$ cat src/hw/rtl/cbm_pkg.sv
// Shared types and constants of the cartridge bank mapper.
`default_nettype none
package cbm_pkg;

    localparam int CYCLES_PER_LINE = 113;

    localparam int CFG_INDEX_W = 1;
    localparam int CFG_DATA_W  = 9;
    localparam logic [CFG_INDEX_W-1:0] CFG_ROM_BANKS = 1'b0;
    localparam logic [CFG_INDEX_W-1:0] CFG_PATTERN   = 1'b1;
    localparam logic [8:0] ROM_BANKS_RESET = 9'd32;
    localparam logic [8:0] ROM_BANKS_MIN   = 9'd2;
    localparam logic [8:0] ROM_BANKS_CAP   = 9'd32;
    localparam logic [9:0] START_UPPER_MAX = 10'd30;

    localparam logic [15:0] ADDR_BASE_A     = 16'h8000;
    localparam logic [15:0] ADDR_BASE_B     = 16'hB000;
    localparam logic [15:0] ADDR_BASE_C     = 16'hB0FF;
    localparam logic [15:0] ADDR_BASE_D     = 16'hB1FF;
    localparam logic [15:0] ADDR_MIRROR     = 16'h8100;
    localparam logic [15:0] ADDR_IRQ_LO     = 16'h8200;
    localparam logic [15:0] ADDR_IRQ_HI     = 16'h8201;
    localparam logic [15:0] ADDR_PRG_FIRST  = 16'h8300;
    localparam logic [15:0] ADDR_PRG_LAST   = 16'h8302;
    localparam logic [15:0] ADDR_CHR_FIRST  = 16'h8310;
    localparam logic [15:0] ADDR_CHR_LAST   = 16'h8317;
    localparam logic [15:0] ADDR_PRG_PAIR   = 16'h8318;
    localparam logic [15:0] ADDR_SCR_FIRST  = 16'h5101;
    localparam logic [15:0] ADDR_SCR_LAST   = 16'h5103;
    localparam logic [15:0] LOW_READ_MASK   = 16'h5100;

    localparam logic [3:0] SLOT_PPU0      = 4'd4;
    localparam logic [3:0] SLOT_MIRROR    = 4'd12;
    localparam logic [3:0] SLOT_PAIR_LAST = 4'd1;
    localparam logic [3:0] SLOT_CPU_LAST  = 4'd3;
    localparam logic [3:0] SLOT_PPU_LAST  = 4'd11;

    localparam int QUEUE_DEPTH = 4;
    localparam int QUEUE_PTR_W = $clog2(QUEUE_DEPTH);
    localparam int QUEUE_CNT_W = $clog2(QUEUE_DEPTH + 1);

    typedef enum logic [2:0] {
        OP_HIGH_WRITE = 3'd0,
        OP_LOW_WRITE  = 3'd1,
        OP_LOW_READ   = 3'd2,
        OP_TICK       = 3'd3,
        OP_START      = 3'd4
    } op_t;

    typedef enum logic [1:0] {
        CMD_SINGLE,
        CMD_PAIR,
        CMD_QUAD
    } cmd_kind_t;

    typedef struct packed {
        cmd_kind_t   kind;
        logic        update_valid;
        logic [3:0]  slot;
        logic [9:0]  val_a;
        logic [9:0]  val_b;
        logic [7:0]  read_data;
        logic        irq_fire;
        logic        pattern;
    } cmd_t;

endpackage
`default_nettype wire

$ cat src/hw/rtl/cbm_if.sv
// Handshake channels for mapper items and results.
`default_nettype none
interface cbm_in_if;
    logic        valid;
    logic        ready;
    logic [2:0]  opcode;
    logic [15:0] bus_address;
    logic [7:0]  write_data;

    modport source (output valid, output opcode, output bus_address, output write_data,
                    input ready);
    modport sink (input valid, input opcode, input bus_address, input write_data,
                  output ready);
endinterface

interface cbm_out_if;
    logic        valid;
    logic        ready;
    logic        update_valid;
    logic [3:0]  slot;
    logic [9:0]  bank_value;
    logic [7:0]  read_data;
    logic        irq_fire;
    logic        last;

    modport source (output valid, output update_valid, output slot, output bank_value,
                    output read_data, output irq_fire, output last, input ready);
    modport sink (input valid, input update_valid, input slot, input bank_value,
                  input read_data, input irq_fire, input last, output ready);
endinterface
`default_nettype wire

$ cat src/hw/rtl/cbm_front.sv
// Front end: accepts items, keeps mapper state and classifies each item into a command.
`default_nettype none
module cbm_front (
    input  logic                             clk,
    input  logic                             rst_n,
    cbm_in_if.sink                           item,
    input  logic                             cfg_we,
    input  logic [cbm_pkg::CFG_INDEX_W-1:0]  cfg_index,
    input  logic [cbm_pkg::CFG_DATA_W-1:0]   cfg_data,
    output logic                             push,
    output cbm_pkg::cmd_t                    push_cmd,
    input  logic                             full
);
    import cbm_pkg::*;

    logic [8:0]  rom_banks_reg, rom_banks_next;
    logic        pattern_reg, pattern_next;
    logic [7:0]  base_reg, base_next;
    logic [7:0]  scratch_reg, scratch_next;
    logic [15:0] irq_count_reg, irq_count_next;
    logic        irq_armed_reg, irq_armed_next;

    logic [15:0] addr;
    logic [7:0]  data;
    logic [7:0]  pair_bank;
    logic [9:0]  start_upper;

    assign item.ready = !full;
    assign push       = item.valid && !full;
    assign addr       = item.bus_address;
    assign data       = item.write_data;
    assign pair_bank  = {2'b00, base_reg[5:4], 4'b0000} | data;

    always_comb
    begin
        if (rom_banks_reg >= ROM_BANKS_CAP)
        begin
            start_upper = START_UPPER_MAX;
        end
        else if (rom_banks_reg < ROM_BANKS_MIN)
        begin
            start_upper = '0;
        end
        else
        begin
            start_upper = {1'b0, rom_banks_reg - ROM_BANKS_MIN};
        end
    end

    always_comb
    begin
        rom_banks_next = rom_banks_reg;
        pattern_next   = pattern_reg;
        if (cfg_we)
        begin
            unique case (cfg_index)
                CFG_ROM_BANKS: rom_banks_next = cfg_data;
                CFG_PATTERN:   pattern_next   = cfg_data[0];
                default:       rom_banks_next = rom_banks_reg;
            endcase
        end
    end

    always_comb
    begin
        base_next      = base_reg;
        scratch_next   = scratch_reg;
        irq_count_next = irq_count_reg;
        irq_armed_next = irq_armed_reg;
        push_cmd       = '{kind: CMD_SINGLE, default: '0};

        unique case (op_t'(item.opcode))
            OP_HIGH_WRITE:
            begin
                priority if (addr == ADDR_BASE_A || addr == ADDR_BASE_B ||
                             addr == ADDR_BASE_C || addr == ADDR_BASE_D)
                begin
                    base_next             = data;
                    push_cmd.kind         = CMD_QUAD;
                    push_cmd.update_valid = 1'b1;
                    push_cmd.val_a        = {3'b000, data[5:0], 1'b0};
                    push_cmd.val_b        = {3'b000, data[5:4], 4'hF, 1'b0};
                end
                else if (addr == ADDR_MIRROR)
                begin
                    push_cmd.update_valid = 1'b1;
                    push_cmd.slot         = SLOT_MIRROR;
                    push_cmd.val_a        = {8'h00, data[1:0]};
                end
                else if (addr == ADDR_IRQ_LO)
                begin
                    irq_count_next = {irq_count_reg[15:8], data};
                end
                else if (addr == ADDR_IRQ_HI)
                begin
                    irq_count_next = {data, irq_count_reg[7:0]};
                    irq_armed_next = |data;
                end
                else if (addr >= ADDR_PRG_FIRST && addr <= ADDR_PRG_LAST)
                begin
                    push_cmd.update_valid = 1'b1;
                    push_cmd.slot         = {2'b00, addr[1:0]};
                    push_cmd.val_a        = {2'b00, data};
                end
                else if (addr >= ADDR_CHR_FIRST && addr <= ADDR_CHR_LAST)
                begin
                    push_cmd.update_valid = 1'b1;
                    push_cmd.slot         = SLOT_PPU0 + {1'b0, addr[2:0]};
                    push_cmd.val_a        = {base_reg[5:4], data};
                end
                else if (addr == ADDR_PRG_PAIR)
                begin
                    push_cmd.kind         = CMD_PAIR;
                    push_cmd.update_valid = 1'b1;
                    push_cmd.val_a        = {1'b0, pair_bank, 1'b0};
                end
            end
            OP_LOW_WRITE:
            begin
                if (addr >= ADDR_SCR_FIRST && addr <= ADDR_SCR_LAST)
                begin
                    scratch_next = data;
                end
            end
            OP_LOW_READ:
            begin
                push_cmd.read_data = ((addr & LOW_READ_MASK) == LOW_READ_MASK) ?
                                     scratch_reg : addr[15:8];
            end
            OP_TICK:
            begin
                if (irq_armed_reg)
                begin
                    if (irq_count_reg <= 16'(CYCLES_PER_LINE))
                    begin
                        push_cmd.irq_fire = 1'b1;
                        irq_armed_next    = 1'b0;
                    end
                    else
                    begin
                        irq_count_next = irq_count_reg - 16'(CYCLES_PER_LINE);
                    end
                end
            end
            OP_START:
            begin
                base_next             = '0;
                scratch_next          = '0;
                irq_count_next        = '0;
                irq_armed_next        = 1'b0;
                push_cmd.kind         = CMD_QUAD;
                push_cmd.update_valid = 1'b1;
                push_cmd.val_b        = start_upper;
                push_cmd.pattern      = pattern_reg;
            end
            default:
            begin
                push_cmd.kind = CMD_SINGLE;
            end
        endcase
    end

    always_ff @(posedge clk or negedge rst_n)
    begin
        if (!rst_n)
        begin
            rom_banks_reg <= ROM_BANKS_RESET;
            pattern_reg   <= 1'b1;
            base_reg      <= '0;
            scratch_reg   <= '0;
            irq_count_reg <= '0;
            irq_armed_reg <= 1'b0;
        end
        else
        begin
            rom_banks_reg <= rom_banks_next;
            pattern_reg   <= pattern_next;
            if (push)
            begin
                base_reg      <= base_next;
                scratch_reg   <= scratch_next;
                irq_count_reg <= irq_count_next;
                irq_armed_reg <= irq_armed_next;
            end
        end
    end

endmodule
`default_nettype wire

$ cat src/hw/rtl/cbm_queue.sv
// Command queue between the front end and the result sequencer.
`default_nettype none
module cbm_queue (
    input  logic          clk,
    input  logic          rst_n,
    input  logic          push,
    input  cbm_pkg::cmd_t push_cmd,
    output logic          full,
    input  logic          pop,
    output cbm_pkg::cmd_t head,
    output logic          empty
);
    import cbm_pkg::*;

    cmd_t                   entry_reg [QUEUE_DEPTH];
    logic [QUEUE_PTR_W-1:0] wr_ptr_reg, wr_ptr_next;
    logic [QUEUE_PTR_W-1:0] rd_ptr_reg, rd_ptr_next;
    logic [QUEUE_CNT_W-1:0] count_reg, count_next;

    assign full  = (count_reg == QUEUE_CNT_W'(QUEUE_DEPTH));
    assign empty = (count_reg == '0);
    assign head  = entry_reg[rd_ptr_reg];

    always_comb
    begin
        wr_ptr_next = push ? wr_ptr_reg + 1'b1 : wr_ptr_reg;
        rd_ptr_next = pop ? rd_ptr_reg + 1'b1 : rd_ptr_reg;
        count_next  = count_reg + QUEUE_CNT_W'(push) - QUEUE_CNT_W'(pop);
    end

    always_ff @(posedge clk)
    begin
        if (push)
        begin
            entry_reg[wr_ptr_reg] <= push_cmd;
        end
    end

    always_ff @(posedge clk or negedge rst_n)
    begin
        if (!rst_n)
        begin
            wr_ptr_reg <= '0;
            rd_ptr_reg <= '0;
            count_reg  <= '0;
        end
        else
        begin
            wr_ptr_reg <= wr_ptr_next;
            rd_ptr_reg <= rd_ptr_next;
            count_reg  <= count_next;
        end
    end

endmodule
`default_nettype wire

$ cat src/hw/rtl/cbm_back.sv
// Back end: expands queued commands into result items through an output register.
`default_nettype none
module cbm_back (
    input  logic          clk,
    input  logic          rst_n,
    input  logic          empty,
    input  cbm_pkg::cmd_t head,
    output logic          pop,
    cbm_out_if.source     result
);
    import cbm_pkg::*;

    logic [3:0] idx_reg, idx_next;
    logic       valid_reg, valid_next;
    logic       uv_reg;
    logic [3:0] slot_reg;
    logic [9:0] value_reg;
    logic [7:0] rd_reg;
    logic       irq_reg;
    logic       last_reg;

    logic       load;
    logic       is_last;
    logic [3:0] slot_c;
    logic [9:0] value_c;

    assign load = !empty && (!valid_reg || result.ready);
    assign pop  = load && is_last;

    always_comb
    begin
        slot_c  = idx_reg;
        value_c = head.val_a;
        is_last = 1'b1;
        unique case (head.kind)
            CMD_SINGLE:
            begin
                slot_c  = head.slot;
                value_c = head.val_a;
                is_last = 1'b1;
            end
            CMD_PAIR:
            begin
                value_c = head.val_a + {9'b0, idx_reg[0]};
                is_last = (idx_reg == SLOT_PAIR_LAST);
            end
            CMD_QUAD:
            begin
                if (idx_reg < SLOT_PPU0)
                begin
                    value_c = (idx_reg[1] ? head.val_b : head.val_a) + {9'b0, idx_reg[0]};
                    is_last = (idx_reg == SLOT_CPU_LAST) && !head.pattern;
                end
                else
                begin
                    value_c = {6'b0, idx_reg - SLOT_PPU0};
                    is_last = (idx_reg == SLOT_PPU_LAST);
                end
            end
            default:
            begin
                is_last = 1'b1;
            end
        endcase
    end

    always_comb
    begin
        idx_next   = idx_reg;
        valid_next = valid_reg;
        if (load)
        begin
            idx_next   = is_last ? '0 : idx_reg + 1'b1;
            valid_next = 1'b1;
        end
        else if (result.ready)
        begin
            valid_next = 1'b0;
        end
    end

    always_ff @(posedge clk or negedge rst_n)
    begin
        if (!rst_n)
        begin
            idx_reg   <= '0;
            valid_reg <= 1'b0;
        end
        else
        begin
            idx_reg   <= idx_next;
            valid_reg <= valid_next;
        end
    end

    always_ff @(posedge clk)
    begin
        if (load)
        begin
            uv_reg    <= head.update_valid;
            slot_reg  <= slot_c;
            value_reg <= value_c;
            rd_reg    <= head.read_data;
            irq_reg   <= head.irq_fire;
            last_reg  <= is_last;
        end
    end

    assign result.valid        = valid_reg;
    assign result.update_valid = uv_reg;
    assign result.slot         = slot_reg;
    assign result.bank_value   = value_reg;
    assign result.read_data    = rd_reg;
    assign result.irq_fire     = irq_reg;
    assign result.last         = last_reg;

endmodule
`default_nettype wire

$ cat src/hw/rtl/cartridge_bank_mapper_with_irq.sv
// Top level of the cartridge bank mapper with scanline IRQ counter.
// The front end takes one item per cycle while its four-entry command queue has
// room, and applies base, scratch and IRQ counter changes at that transfer. The
// back end emits one result per cycle while the receiver is ready, and an item
// has 1 result for reads, ticks, single updates and other writes, 2 for a
// bank pair, 4 for a base write or a start without pattern ROM, 12 for a start
// with it. Results leave in order through the back end's output register,
// with last on the final one of each item.
`default_nettype none
module cartridge_bank_mapper_with_irq (
    input  logic                             clk,
    input  logic                             rst_n,
    cbm_in_if.sink                           item,
    cbm_out_if.source                        result,
    input  logic                             cfg_we,
    input  logic [cbm_pkg::CFG_INDEX_W-1:0]  cfg_index,
    input  logic [cbm_pkg::CFG_DATA_W-1:0]   cfg_data
);
    import cbm_pkg::*;

    logic push;
    logic full;
    logic pop;
    logic empty;
    cmd_t push_cmd;
    cmd_t head;

    cbm_front u_front (
        .clk       (clk),
        .rst_n     (rst_n),
        .item      (item),
        .cfg_we    (cfg_we),
        .cfg_index (cfg_index),
        .cfg_data  (cfg_data),
        .push      (push),
        .push_cmd  (push_cmd),
        .full      (full)
    );

    cbm_queue u_queue (
        .clk      (clk),
        .rst_n    (rst_n),
        .push     (push),
        .push_cmd (push_cmd),
        .full     (full),
        .pop      (pop),
        .head     (head),
        .empty    (empty)
    );

    cbm_back u_back (
        .clk    (clk),
        .rst_n  (rst_n),
        .empty  (empty),
        .head   (head),
        .pop    (pop),
        .result (result)
    );

endmodule
`default_nettype wire
$ cat src/flat_wrapper.sv
// flat-port wrapper written by rule: the top's interface ports become plain ports
module cartridge_bank_mapper_with_irq_flat import cbm_pkg::*;
  (clk, rst_n, cfg_we, cfg_index, cfg_data, item_valid, item_opcode, item_bus_address, item_write_data, item_ready, result_valid, result_update_valid, result_slot, result_bank_value, result_read_data, result_irq_fire, result_last, result_ready);
  cbm_in_if item_i ();
  cbm_out_if result_i ();
  input  logic clk;
  input  logic rst_n;
  input  logic cfg_we;
  input  logic [cbm_pkg::CFG_INDEX_W-1:0] cfg_index;
  input  logic [cbm_pkg::CFG_DATA_W-1:0] cfg_data;
  input wire logic [$bits(item_i.valid)-1:0] item_valid;
  input wire logic [$bits(item_i.opcode)-1:0] item_opcode;
  input wire logic [$bits(item_i.bus_address)-1:0] item_bus_address;
  input wire logic [$bits(item_i.write_data)-1:0] item_write_data;
  output wire logic [$bits(item_i.ready)-1:0] item_ready;
  output wire logic [$bits(result_i.valid)-1:0] result_valid;
  output wire logic [$bits(result_i.update_valid)-1:0] result_update_valid;
  output wire logic [$bits(result_i.slot)-1:0] result_slot;
  output wire logic [$bits(result_i.bank_value)-1:0] result_bank_value;
  output wire logic [$bits(result_i.read_data)-1:0] result_read_data;
  output wire logic [$bits(result_i.irq_fire)-1:0] result_irq_fire;
  output wire logic [$bits(result_i.last)-1:0] result_last;
  input wire logic [$bits(result_i.ready)-1:0] result_ready;
  assign item_i.valid = item_valid;
  assign item_i.opcode = item_opcode;
  assign item_i.bus_address = item_bus_address;
  assign item_i.write_data = item_write_data;
  assign item_ready = item_i.ready;
  assign result_valid = result_i.valid;
  assign result_update_valid = result_i.update_valid;
  assign result_slot = result_i.slot;
  assign result_bank_value = result_i.bank_value;
  assign result_read_data = result_i.read_data;
  assign result_irq_fire = result_i.irq_fire;
  assign result_last = result_i.last;
  assign result_i.ready = result_ready;
  cartridge_bank_mapper_with_irq u_core (.clk(clk), .rst_n(rst_n), .item(item_i), .result(result_i), .cfg_we(cfg_we), .cfg_index(cfg_index), .cfg_data(cfg_data));
endmodule
$ cat config.mk
export PLATFORM = sky130hd
export DESIGN_NAME = cartridge_bank_mapper_with_irq_flat
export DESIGN_NICKNAME = d
export VERILOG_FILES = /design/src/hw/rtl/cbm_pkg.sv /design/src/hw/rtl/cbm_if.sv /design/src/hw/rtl/cbm_front.sv /design/src/hw/rtl/cbm_queue.sv /design/src/hw/rtl/cbm_back.sv /design/src/hw/rtl/cartridge_bank_mapper_with_irq.sv /design/src/flat_wrapper.sv
export SDC_FILE = /design/constraint.sdc
export NUM_CORES = 1
export LEC_CHECK = 0
export BUFFER_PORTS_ARGS = -buffer_cell sky130_fd_sc_hd__buf_2
export CORE_ASPECT_RATIO = 1.5
export CORE_MARGIN = 3
export CORE_UTILIZATION = 52
export CTS_BUF_LIST = sky130_fd_sc_hd__clkbuf_4 sky130_fd_sc_hd__clkbuf_8 sky130_fd_sc_hd__clkbuf_16
export CTS_CLUSTER_DIAMETER = 150
export DETAILED_ROUTE_END_ITERATION = 10
export HOLD_SLACK_MARGIN = 0.02
export PLACE_DENSITY = 0.76
export SYNTH_ARGS = -nofsm -noshare
export SYNTH_HDL_FRONTEND = slang
export SYNTH_SLANG_ARGS = --single-unit
$ cat constraint.sdc
create_clock -name clk -period 7.75 [get_ports clk]
set_input_delay 2.325 -clock clk [delete_from_list [all_inputs] [get_ports clk]]
set_output_delay 2.325 -clock clk [all_outputs]
set_load 0.03 [all_outputs]
==> flow_metrics.py <==
metrics = {
    "run_status": {
        "status": "finished clean",
    },
    "floorplan": {
        "die_area_um2": 21400,
        "ios": 69,
        "start_util_pct": 53.0,
        "die_w_um": 120,
        "rows": 62,
        "coreArea_um2": 19200,
        "die_h_um": 178,
    },
    "layout": {
        "largest_reg_flops": 144,
        "area_growth_pct": 12.8,
        "nets": 895,
        "drive_gt1_share_pct": 20.9,
        "layout_common_cells": "edfxtp_1 (169), buf_2 (68), nand2_1 (66)",
        "layout_commonest_cell": "edfxtp_1",
        "n_fill_cell": 1540,
        "multi_input_area_um2": 3690,
        "seqCellArea_um2": 6300,
        "n_antenna_cell": 0,
    },
    "place": {
        "hpwlAfterDp_mm": 14.7,
        "place_congestion": 0.911,
        "placement.io_buffers": 68,
    },
    "routing": {
        "drc": 0,
        "drt_iter0_markers": 431,
        "wl_per_cell_um": 19.4,
        "vias": 6485,
        "detail_route.first_pass.iterations": 5,
        "vias_per_cell": 5.89,
        "wl_mm": 21.4,
        "ant_nets": 0,
    },
    "cts": {
        "clock_latency_ns": 0.50,
        "cts-root-buf": "clkbuf_16",
        "cts_hold_buf": 0,
        "cts_buffers": 21,
        "clk_pin_slew_ns": 0.06,
        "postCtsSetupBuffers": 0,
        "cts.path.max_buffers": 3,
        "clkSinkCount": 218,
        "htree_levels": 1,
        "cts_resized": 0,
        "cts_tree": "done",
    },
    "sta": {
        "relSlewSlack_pct": 19.2,
        "fin_tns_setup_ns": 0,
        "period_share_pct": 62.4,
        "holdWs_ns": 0.482,
        "slew_viol_final": 0,
        "finalHoldViolCount": 0,
        "period_needed_ns": 4.83,
        "fmaxAchievable_mhz": 207,
        "rsz0062_at_grt": "false",
        "setup_viol": 0,
        "skew_ns": 0.0117,
        "worst_slew_pin_slew_ns": 1.20,
    },
    "critical_path": {
        "critPathMaxFanout": 27,
        "path_class": "in -> reg",
        "cp-end-kind": "register",
        "path_cells": "buf_2, nand2b_1, o31ai_1, inv_1, and2_1, ha_1, inv_1, ha_1, inv_1, fa_1, xnor2_1, xnor2_1",
        "cp_common_cell": "inv_1",
        "max_stage_delay_ns": 0.75,
        "crit_required_ns": 8.16,
        "cp-start-kind": "input pin",
        "slowest_stage": "inv_1",
        "cp.arrival_ns": 5.25,
    },
    "pwr": {
        "power-per-cell-area_nw_per_um2": 373,
        "p_leak_nw": 4.24,
        "finalPower_w": 0.00430,
        "ir_drop_uv": 247,
    },
    "global_routing": {
        "first_global_vias": 6696,
        "antenna_found_initial": 0,
        "grt_pass1_wl_mm": 34.5,
        "grt_max_degree": 50,
        "track_usage_pct": 20.4,
        "grt.overflow.total": 0,
    },
    "yosys": {
        "synth-main-ff-cell": "edfxtp_1",
        "synth_warnings": 0,
        "syn_avg_cell_area_um2": 13.5,
        "ys_async_sr_fraction_pct": 22.5,
        "synth_edf_count": 169,
        "synth_seq_cells": 218,
        "yosysSeqAreaShare_pct": 61.8,
        "syn_area_um2": 10200,
        "syn-instance-count": 756,
        "ys_types": 69,
    },
    "job": {
        "drv_cap": 0,
    },
    "worst_hold_path": {
        "min_path_type": "reg -> reg",
    },
}
==> cells by family after synthesis <==
group / after synthesis / synth area share (%)
other: 1 / 0.0367
xor gates and xnor gates: 14 / 1.20
and+or+nand+nor: 243 / 12.0
adders and majority gates: 22 / 2.77
buffers and inverters: 49 / 2.16
DFF: 218 / 61.8
muxes: 69 / 10.8
AOI/OAI and AO/OA: 140 / 9.31
==> cell usage after synthesis (12+ instances only) <==
cell	count	area (um^2)
nand3_1	12	60.1
edfxtp_1	169	5070
nor4_1	13	81.3
clkbuf_1	14	52.6
nor2_1	61	229
ha_1	21	263
mux2i_1	20	200
mux2_2	18	203
mux4_2	31	698
nor3_1	13	65.1
nand2_1	66	248
o21ai_0	43	215
a21oi_1	20	100
inv_1	22	82.6
dfrtp_1	47	1180
==> worst max-delay path, delay by kind of cell <==
| kind | cells | cell delay (ns) |
|---|---|---|
| buf+inv | 4 | 0.96 |
| fa+ha+maj | 3 | 0.84 |
| compound gates | 1 | 0.23 |
| simple gates | 2 | 0.58 |
| xor+xnor | 2 | 0.33 |
==> area by class of cell <==
cell class                 count  area share [%]
sequential                   218            54.8
multi-input combinational    492            32.1
clock buffer                  28            5.13
timing repair buffer          75            3.41
tap                          256            2.78
clock inverter                 9            1.09
inverter                      23           0.750
==> where the power goes <==
group	total (W)	switching [W]	leakage (nW)	internal (W)
sequential	0.00179	0.000167	2.24	0.00162
clock	0.00105	0.000417	0.348	0.000636
combinational	0.00145	0.000884	1.66	0.000570
==> metal layers <==
| metal | routed length, um | track usage, % | vias to the layer above |
|---|---|---|---|
| met3 | 1090 | 2.61 | 48 |
| met1 | 8420 | 25.1 | 3193 |
| li1 | - | - | 3052 |
| met2 | 11300 | 37.0 | 192 |
| met4 | 581 | 7.09 | 0 |
| met5 | 0 | 0 | - |
==> metrics by stage <==
step           std cells  setup slack (ns)  utilization, %  area (um^2)
6_report            1101              2.92            59.8        11500
5_1_grt             1101              2.71            59.8        11500
4_1_cts             1101              2.91            59.8        11500
3_5_place_dp        1064              2.40            56.1        10800
3_3_place_gp        1064              2.55            56.1        10800
2_1_floorplan        759              3.07               -        10200
==> worst paths after layout <==
kind	from	to	slack, ns	cells after the start
min	u_core.u_front.scratch_reg[3]	u_core.u_front.scratch_reg[3]	0.48	2
min reg2reg	u_core.u_front.scratch_reg[3]	u_core.u_front.scratch_reg[3]	0.48	2
max in group asynchronous	rst_n	u_core.u_queue.rd_ptr_reg[0]	5.36	2
max	result_ready	u_core.u_queue.count_reg[2]	2.92	12
max reg2reg	u_core.u_queue.rd_ptr_reg[1]	u_core.u_queue.count_reg[2]	3.52	14
min in group asynchronous	rst_n	u_core.u_front.rom_banks_reg[7]	1.93	2
No activity file was read; power rests on OpenSTA's default activity.
